File: src/rtl/core/fan_curve_with_down_lag_assert.svh
// ----------------------------------------------------------------------------
// fan_curve_with_down_lag_assert.svh
// assertion macros shared by the fan curve rtl
// ----------------------------------------------------------------------------
`ifndef FAN_CURVE_WITH_DOWN_LAG_ASSERT_SVH
`define FAN_CURVE_WITH_DOWN_LAG_ASSERT_SVH

// same-cycle implication, checked on every rising edge outside reset
`define FCDL_ASSERT_IMPL(label, ante, cons) \
  label: assert property (@(posedge clk) disable iff (rst) (ante) |-> (cons)) \
    else $error("fan curve assertion failed");

// next-cycle implication, checked on every rising edge outside reset
`define FCDL_ASSERT_NEXT(label, ante, cons) \
  label: assert property (@(posedge clk) disable iff (rst) (ante) |=> (cons)) \
    else $error("fan curve assertion failed");

`endif

File: src/rtl/core/fcdl_pkg.sv
// ----------------------------------------------------------------------------
// fcdl_pkg
// types and constants of the fan curve with down lag
// ----------------------------------------------------------------------------
`default_nettype none

package fcdl_pkg;

  localparam int TEMP_W  = 8;
  localparam int DUTY_W  = 7;
  localparam int LAG_W   = 5;
  localparam int CFG_W   = 7;
  localparam int INDEX_W = 2;

  // curve: (12*t - 200) / 7, numerator held in 12 bits
  localparam int NUM_W       = 12;
  localparam int QUOT_W      = 9;
  localparam int RECIP_W     = 13;
  localparam int PROD_W      = NUM_W + RECIP_W;
  localparam int RECIP_SHIFT = 15;

  localparam logic [NUM_W-1:0]   CURVE_SUB   = NUM_W'(200);
  // ceil(2^15 / 7): exact quotient for numerators below 5461
  localparam logic [RECIP_W-1:0] CURVE_RECIP = RECIP_W'(4682);
  localparam logic [DUTY_W-1:0]  STEP_GUARD  = DUTY_W'(100);

  localparam logic [DUTY_W-1:0] MIN_DUTY_RST  = DUTY_W'(45);
  localparam logic [DUTY_W-1:0] MAX_DUTY_RST  = DUTY_W'(100);
  localparam logic [DUTY_W-1:0] STEP_DOWN_RST = DUTY_W'(6);
  localparam logic [LAG_W-1:0]  LAG_RST       = LAG_W'(10);
  localparam logic [TEMP_W-1:0] LOWEST_RST    = '1;

  typedef enum logic [INDEX_W-1:0] {
    REG_MIN_DUTY,
    REG_MAX_DUTY,
    REG_STEP_DOWN,
    REG_LAG_SAMPLES
  } cfg_reg_t;

endpackage

`default_nettype wire

File: src/rtl/core/fan_curve_with_down_lag.sv
// ----------------------------------------------------------------------------
// fan_curve_with_down_lag
// fan duty from a temperature curve, with a lag on downward moves
//
// input stream: one temperature sample per transfer on s_axis_*
// output stream: one result per sample on m_axis_*, holding the current
//   duty, a recompute flag in tuser and the running min and max temperature
// output timing: the result of a sample shows on m_axis in the cycle after its
//   transfer, from a single output register
// throughput: one sample per cycle while m_axis_tready is high; the curve, clamp
//   and step limit are one short combinational pass feeding state and output register
// stalls: s_axis_tready stays high while the output register is empty or
//   being drained, so a new sample is taken in the cycle its predecessor
//   leaves; with m_axis_tready low the result holds and input is refused
// configuration: cfg_wr_en writes cfg_wdata to register cfg_addr at once,
//   to be used only while no sample is in flight
// reset: rst (synchronous) restores the register defaults, clears the duty
//   and lag, sets min to 255 and max to 0, and empties the output register
// ----------------------------------------------------------------------------
`default_nettype none

`include "fan_curve_with_down_lag_assert.svh"

module fan_curve_with_down_lag
  import fcdl_pkg::*;
(
  input  wire logic                       clk,
  input  wire logic                       rst,
  // configuration write port
  input  wire logic                       cfg_wr_en,
  input  wire logic [INDEX_W-1:0]         cfg_addr,
  input  wire logic [CFG_W-1:0]           cfg_wdata,
  // sample input
  input  wire logic                       s_axis_tvalid,
  output logic                            s_axis_tready,
  input  wire logic [7:0]                 s_axis_tdata,  // temperature[7:0]
  // result output
  output logic                            m_axis_tvalid,
  input  wire logic                       m_axis_tready,
  output logic [23:0]                     m_axis_tdata,  // fan_duty[6:0], min_temp[14:7],
                                                         // max_temp[22:15], zero[23]
  output logic                            m_axis_tuser   // duty_updated
);

  // configuration registers
  logic [DUTY_W-1:0] min_duty;
  logic [DUTY_W-1:0] max_duty;
  logic [DUTY_W-1:0] max_step_down;
  logic [LAG_W-1:0]  lag_samples;

  // controller state
  logic [TEMP_W-1:0] previous_temp;
  logic [DUTY_W-1:0] duty;
  logic              lag_running;
  logic [LAG_W-1:0]  lag_count;
  logic [TEMP_W-1:0] lowest_temp;
  logic [TEMP_W-1:0] highest_temp;

  logic [TEMP_W-1:0] lowest_temp_next;
  logic [TEMP_W-1:0] highest_temp_next;
  logic [DUTY_W-1:0] duty_next;
  logic              lag_running_next;
  logic [LAG_W-1:0]  lag_count_next;
  logic              updated_next;

  logic              in_xfer;
  logic [TEMP_W-1:0] temp;

  // curve datapath
  logic [NUM_W-1:0]  temp_x12;
  logic [NUM_W-1:0]  numer;
  logic [PROD_W-1:0] prod;
  logic [QUOT_W-1:0] quot;
  logic [QUOT_W-1:0] lo_clamped;
  logic [DUTY_W-1:0] curve_duty;
  logic [DUTY_W-1:0] step_duty;
  logic [LAG_W-1:0]  lag_count_inc;

  assign temp          = s_axis_tdata;
  // output register is free when empty or emptied this cycle
  assign s_axis_tready = !m_axis_tvalid || m_axis_tready;
  assign in_xfer       = s_axis_tvalid && s_axis_tready;

  // 12*t as two shifts; below the offset the quotient is clamped anyway,
  // so a negative numerator is taken as zero
  assign temp_x12 = {1'b0, temp, 3'b000} + {2'b00, temp, 2'b00};
  assign numer    = (temp_x12 > CURVE_SUB) ? (temp_x12 - CURVE_SUB) : '0;

  // divide by 7 through the reciprocal
  assign prod = PROD_W'(numer) * PROD_W'(CURVE_RECIP);
  assign quot = prod[RECIP_SHIFT +: QUOT_W];

  // raise to min first, then lower to max (crossed limits give max)
  assign lo_clamped = (quot < QUOT_W'(min_duty)) ? QUOT_W'(min_duty) : quot;
  assign curve_duty = (lo_clamped > QUOT_W'(max_duty)) ? max_duty
                                                       : lo_clamped[DUTY_W-1:0];

  // limit the fall from the current duty while it is a sane percentage
  always_comb begin
    step_duty = curve_duty;
    if ((duty > curve_duty) && ((duty - curve_duty) > max_step_down) &&
        (duty <= STEP_GUARD)) begin
      step_duty = duty - max_step_down;
    end
  end

  // temperature extremes, this sample included
  assign lowest_temp_next  = (temp < lowest_temp)  ? temp : lowest_temp;
  assign highest_temp_next = (temp > highest_temp) ? temp : highest_temp;

  assign lag_count_inc = lag_count + LAG_W'(1);

  // rise recomputes at once; otherwise start or advance the lag
  always_comb begin
    duty_next        = duty;
    lag_running_next = lag_running;
    lag_count_next   = lag_count;
    updated_next     = 1'b0;
    if (temp > previous_temp) begin
      duty_next        = step_duty;
      updated_next     = 1'b1;
      lag_running_next = 1'b0;
      lag_count_next   = '0;
    end else if (lag_running) begin
      lag_count_next = lag_count_inc;
      // a lag of zero behaves as one since the compare always passes
      if (lag_count_inc >= lag_samples) begin
        duty_next        = step_duty;
        updated_next     = 1'b1;
        lag_running_next = 1'b0;
        lag_count_next   = '0;
      end
    end else begin
      lag_running_next = 1'b1;
      lag_count_next   = '0;
    end
  end

  // configuration registers
  always_ff @(posedge clk) begin
    if (rst) begin
      min_duty      <= MIN_DUTY_RST;
      max_duty      <= MAX_DUTY_RST;
      max_step_down <= STEP_DOWN_RST;
      lag_samples   <= LAG_RST;
    end else if (cfg_wr_en) begin
      case (cfg_reg_t'(cfg_addr))
        REG_MIN_DUTY:    min_duty      <= cfg_wdata;
        REG_MAX_DUTY:    max_duty      <= cfg_wdata;
        REG_STEP_DOWN:   max_step_down <= cfg_wdata;
        REG_LAG_SAMPLES: lag_samples   <= cfg_wdata[LAG_W-1:0];
        default: ;
      endcase
    end
  end

  // controller state, advanced once per input transfer
  always_ff @(posedge clk) begin
    if (rst) begin
      previous_temp <= '0;
      duty          <= '0;
      lag_running   <= 1'b0;
      lag_count     <= '0;
      lowest_temp   <= LOWEST_RST;
      highest_temp  <= '0;
    end else if (in_xfer) begin
      previous_temp <= temp;
      duty          <= duty_next;
      lag_running   <= lag_running_next;
      lag_count     <= lag_count_next;
      lowest_temp   <= lowest_temp_next;
      highest_temp  <= highest_temp_next;
    end
  end

  // output register
  always_ff @(posedge clk) begin
    if (rst) begin
      m_axis_tvalid <= 1'b0;
    end else if (in_xfer) begin
      m_axis_tvalid <= 1'b1;
    end else if (m_axis_tready) begin
      m_axis_tvalid <= 1'b0;
    end
  end

  always_ff @(posedge clk) begin
    if (in_xfer) begin
      m_axis_tdata <= {1'b0, highest_temp_next, lowest_temp_next, duty_next};
      m_axis_tuser <= updated_next;
    end
  end

  // a delivered result never shows min above max
  `FCDL_ASSERT_IMPL(a_min_le_max, m_axis_tvalid, m_axis_tdata[14:7] <= m_axis_tdata[22:15])
  // an idle lag keeps a cleared count
  `FCDL_ASSERT_IMPL(a_lag_idle_clear, !lag_running, lag_count == '0)
  // a recompute always ends the lag
  `FCDL_ASSERT_IMPL(a_update_ends_lag, m_axis_tvalid && m_axis_tuser, !lag_running)
  // a rising sample is flagged as recomputed in the next result
  `FCDL_ASSERT_NEXT(a_rise_updates, in_xfer && (temp > previous_temp),
                    m_axis_tvalid && m_axis_tuser)
  // every accepted sample produces a result
  `FCDL_ASSERT_NEXT(a_xfer_gives_result, in_xfer, m_axis_tvalid)

endmodule

`default_nettype wire
File: config.mk
export PLATFORM = sky130hd
export DESIGN_NAME = fan_curve_with_down_lag
export DESIGN_NICKNAME = d
export VERILOG_FILES = /design/src/rtl/core/fcdl_pkg.sv /design/src/rtl/core/fan_curve_with_down_lag.sv
export VERILOG_INCLUDE_DIRS = /design/src /design/src/rtl/core
export SDC_FILE = /design/constraint.sdc
export NUM_CORES = 1
export LEC_CHECK = 0
export ABC_AREA = 1
export BUFFER_PORTS_ARGS = -buffer_cell sky130_fd_sc_hd__buf_2
export CORE_MARGIN = 10
export CORE_UTILIZATION = 55
export DETAILED_ROUTE_END_ITERATION = 12
export GPL_TIMING_DRIVEN = 0
export PLACE_DENSITY = 0.72
export RECOVER_POWER = 50
export REMOVE_ABC_BUFFERS = 1
export SETUP_SLACK_MARGIN = 0.3
export SKIP_CTS_REPAIR_TIMING = 1
export SLEW_MARGIN = 0
export SYNTH_ARGS = -nofsm -noshare
export SYNTH_HDL_FRONTEND = slang
export SYNTH_SLANG_ARGS = --single-unit
export TNS_END_PERCENT = 5
File: constraint.sdc
create_clock -name clk -period 24.1 [get_ports clk]
set_input_delay 4.82 -clock clk [delete_from_list [all_inputs] [get_ports clk]]
set_output_delay 4.82 -clock clk [all_outputs]
set_load 0.01 [all_outputs]
Word level (Yosys, flattened, before mapping)
Cells that the tools add are included.
W data, S select, Z words.

word-level totals
  word-level logic and storage cells = 62
  register bits after elaboration = 88
  input port bits = 22
  output and inout bits = 27

operators by class
  reductions and logical operators = 11
  order comparisons = 10
  add/sub/neg operators = 5
  muxes and demuxes = 19
  equal/unequal tests = 3
  multipliers = 1

operators with widths
  operator                  count
  $mux W7                   5
  $mul A12 B12 Y23 const B  1
  $gt A8 B8 Y1              2
  $mux W8                   2
  $mux W5                   3
  $gt A7 B7 Y1              2
  $sub A7 B7 Y7             2
  $add A11 B10 Y12          1
  $gt A12 B8 Y1 const B     1
  $mux W12                  1
  $sub A12 B8 Y12 const B   1
  $gt A9 B7 Y1              1
  $lt A9 B7 Y1              1
  $mux W9                   1
  $lt A8 B8 Y1              1
  $reduce_and A2 Y1         4
  $le A7 B7 Y1 const B      1
  $mux W1                   7
  $add A5 B1 Y5 const B     1
  $ge A5 B5 Y1              1
  $eq A2 B2 Y1 const B      2
  $logic_and A1 B1 Y1       3
  $eq A2 B1 Y1 const B      1
  $logic_not A2 Y1          1
  other kinds (3)           3

Depth between registers and ports, before layout
  word-level depth = 16
  depth in mapped cells = 72
  gate-level depth less buffers = 72

Worst setup path before layout
OpenSTA, ideal clock, no wires.

  kind = input to register
  from = in s_axis_tdata[0]
  to = reg m_axis_tdata[3] (data pin)
  data arrival time = 13.955 ns
  stages on the path = 66
  slack = 9.894 ns
  data required time = 23.850 ns
  path buffers = 1
  library setup time = 0.250 ns
  cells stage by stage = ha_1 fa_1 nand2_1 nand2_2 nand2_1 nand2_1 nand2_2 nand3_2 nor2_2 nor2_2 nand2_4 inv_1 nor2_1 ha_1 ha_1 inv_1 fa_1 fa_1 (+30 left out) fa_1 o21ai_0 a21oi_1 nor2_1 nor2_1 xor2_1 inv_1 ha_1 nand2_1 nor4b_1 nor3_1 nand3_1 buf_2 o21ai_0 inv_1 nand2_1 nand2_2 inv_1

on the way
  longest elaborated chain between the ends = 16
  elaborated cells on any way between the ends = 19
  those cells by class = 3 x add/sub; 1 x mul; 6 x order compare; 7 x mux; 2 x reduce/logical

ends and longest elaborated chain
  element                                           RTL line                        RTL
  start, declared                                   fan_curve_with_down_lag.sv:36   input wire logic [7:0] s_axis_tdata,
  $add A11 B10 Y12                                  fan_curve_with_down_lag.sv:86   assign temp_x12 = {1'b0, temp, 3'b000} + {2'b00, temp, 2'b00};
  $sub A12 B8 Y12 or $gt A12 B8 Y1 (tied branches)  fan_curve_with_down_lag.sv:87   assign numer = (temp_x12 > CURVE_SUB) ? (temp_x12 - CURVE_SUB) : '0;
  $mux W12                                          fan_curve_with_down_lag.sv:87
  $mul A12 B12 Y23                                  fan_curve_with_down_lag.sv:90   assign prod = PROD_W'(numer) * PROD_W'(CURVE_RECIP);
  $lt A9 B7 Y1                                      fan_curve_with_down_lag.sv:94   assign lo_clamped = (quot < QUOT_W'(min_duty)) ? QUOT_W'(min_duty) : quot;
  $mux W9                                           fan_curve_with_down_lag.sv:94
  $gt A9 B7 Y1                                      fan_curve_with_down_lag.sv:95   assign curve_duty = (lo_clamped > QUOT_W'(max_duty)) ? max_duty
  $mux W7                                           fan_curve_with_down_lag.sv:95
  $sub A7 B7 Y7                                     fan_curve_with_down_lag.sv:101  if ((duty > curve_duty) && ((duty - curve_duty) > max_step_down) &&
  $gt A7 B7 Y1                                      fan_curve_with_down_lag.sv:101
  $logic_and A1 B1 Y1 (2 in series)                 fan_curve_with_down_lag.sv:101
  $mux W7                                           fan_curve_with_down_lag.sv:101
  $mux W7                                           fan_curve_with_down_lag.sv:127  if (lag_count_inc >= lag_samples) begin
  $mux W7                                           fan_curve_with_down_lag.sv:124  end else if (lag_running) begin
  $mux W7 (*)                                       fan_curve_with_down_lag.sv:119  if (temp > previous_temp) begin
  via duty_next[3]                                  fan_curve_with_down_lag.sv:61   logic [DUTY_W-1:0] duty_next;
  end signal, assigned                              fan_curve_with_down_lag.sv:189  m_axis_tdata <= {1'b0, highest_temp_next, lowest_temp_next, duty_next};
  end, declared                                     fan_curve_with_down_lag.sv:40   output logic [23:0] m_axis_tdata,

The timed path passes the listed nets; every way through them passes the cells marked *.
A chain may end at the register's enable or synchronous reset.

Final worst setup path
  from = in s_axis_tdata[1]
  to = reg m_axis_tdata[5] (data pin)

The elaborated chain is that of the path after synthesis.

==> run summary <==
setup_tns: 0 ns
RSZ-0062 raised after global routing: no
Synth area leaders: ha_1 22%, dfxtp_1 17%, edfxtp_1 9.5%
post-route antenna net violation count: 0
most numerous cell in the Yosys netlist: inv_1
maxcap violations: 2
routability cong.: 0.883
Synth Cell Area: 0.00758 mm2
Buf/Inv on CP: 8
met1 Use GR: 23.0%
final hold violation count: 0
required time of the critical path: 24.20 ns
Place WS: 8.23 ns
crit path launch type: input pin
GRT Total Usage: 17.7%
ANT cells: 0
GR Util met2: 29.6%
die area: 0.0189 mm2
GRT overflow: 0
PnR worst setup slack: 8.35 ns
Period minus WS final: 15.75 ns
actual slew at the worst max-slew pin: 1.57 ns
Post-Synthesis Cells: 977
Crit Path Category: input pin to register
CTS tree: yes
CTS H-Tree Depth: 3
failing checks: max-capacitance violations, max-slew violations
antenna violations before repair: 0
# nets final: 1188
synth warn: 0
area leader, netlist: ha_1
most frequent cells after synthesis: 165 x inv_1, 157 x nand2_1, 132 x ha_1, 91 x a21oi_1, 64 x dfxtp_1
largest net degree at the start of global routing: 58
vias in the first global route: 6255
Critical Path AT: 15.84 ns
Crit. End Element: register
Seq cells post-synth: 88
Cell Rows: 42
mux cell area share after synthesis: 0%
EDFF count, synth: 24
period utilization: 65.3%
adder-cell share of the synthesized area: 25.8%
share of cells above drive strength 1: 9.08%
Seq/Total Area, Yosys: 26.4%
Slowest cell on crit path: fa_1
DIE HEIGHT: 137 um
first-pass GRT wire length: 28.0 mm
CP Max Fanout: 11
clock root cell: clkbuf_16
Syn Area/Cell: 7.76 um2
Max Fclk: 63.5 MHz
fillers: 1219
slew margin rel.: -6.06%
largest family of logic cells by synthesized area: adder cells
Compound-Gate Fraction of Synth Area: 14.6%
1st-iter DRT viols: 348
Synth Area in XOR/XNOR: 2.77%
DP HPWL: 12.6 mm
library cells used by synthesis: 46
core area: 0.0133 mm2
Avg Vias per Cell: 5.26
Synth top area share: 21.8%
clock tree buffer depth: 2
Skew-Pair Late Insertion Delay: 0.34 ns
CP delay by family, top: adder cells
port bufs: 47
design area: 0.00827 mm2
CP dominant cell by count: nand2_1
worst hold path type: register to register
CP peak stage delay: 0.54 ns
Placement Cell Area: 0.00796 mm2
cts bufs inserted: 9
Boundary Pins: 49
Starting Density: 56.8%
Routed wire per std cell: 13.3 um
Post-synth ARST share: 0%
DRC errors left: 0
WL final: 15.9 mm
busiest grt layer: met2
Die Width: 137 um
area grow syn2layout: 9.15%
Most used DFF post-synth: dfxtp_1
Final setup viols: 0
Setup Skew: 0.00870 ns
status: finished, violations left
DR pass1 iterations: 5
clk slew on worst S/H paths: 0.06 ns
Max Slew Vio Count: 54
via count: 6313
CTS Sinks: 88
post-synthesis simple-gate area fraction: 21.0%
GR Util met3: 2.69%
==> sequential cells by signal, indices dropped and copies added (netlist names), 5 cells and up <==
signal / cells
m_axis_tdata: 23
highest_temp: 8
lowest_temp: 8
previous_temp: 8
duty: 7
max_duty: 7
max_step_down: 7
min_duty: 7
lag_count: 5
lag_samples: 5
==> layout by cell type, fill, tap and decap left out, types with 10 or more instances in the layout <==
cell	count
a21oi_1	91
buf_2	18
clkbuf_1	30
clkbuf_16	12
dfxtp_1	64
edfxtp_1	24
fa_1	15
ha_1	132
inv_1	165
nand2_1	157
nand2_2	21
nand3_1	41
nand3_2	12
nor2_1	60
nor3_1	12
o211ai_1	19
o21ai_0	63
xnor2_1	10
xor2_1	14
==> final timing paths <==
check,from,to,slack [ns],depth (start not counted)
setup / recovery,s_axis_tdata[1],m_axis_tdata[5],8.35,62
hold / removal,previous_temp[3],previous_temp[3],0.46,2
setup reg to reg,min_duty[2],m_axis_tdata[5],17.81,37
hold reg to reg,previous_temp[3],previous_temp[3],0.46,2
==> worst min-delay path, cell delays in order, from the launching register on <==
cell and delay (ns):
dfxtp_1 0.30, inv_1 0.06, a21oi_1 0.06
==> routing by layer <==
metal,vias up,wire [um]
met5,-,0
met4,0,279
met3,23,957
met2,148,7220
met1,2818,7460
li1,3324,-
==> kinds of logic (layout without fill, tap and decap cells) <==
group                    count (synthesis)  in the layout
other                                    1              1
AO/OA/AOI/OAI                          197            197
buffers and inverters                  188            235
XOR/XNOR                                24             24
adder cells (fa/ha/maj)                147            147
AND/OR/NAND/NOR                        332            332
flip-flops                              88             88
==> stage by stage <==
| step | instances | util [%] | hold WS, ns |
|---|---|---|---|
| floorplan | 960 | - | 0.435 |
| global placement | 1183 | 59.7 | 0.446 |
| detailed placement | 1183 | 59.7 | 0.454 |
| CTS | 1199 | 62.2 | 0.463 |
| global route | 1200 | 62.0 | 0.494 |
| finish | 1200 | 62.0 | 0.463 |
==> final cells by class <==
type | instances | area [um2] | share of cell area, %
clock buffers | 13 | 314 | 3.80
clock inverters | 3 | 25.0 | 0.303
inverters | 171 | 643 | 7.78
multi-input cells | 701 | 4860 | 58.8
flip-flops and latches | 88 | 2000 | 24.2
well taps | 176 | 220 | 2.66
repair buffers | 48 | 203 | 2.45
Power is not shown: default switching activity piles up to over one toggle a cycle in this logic, so the estimate is an artifact.
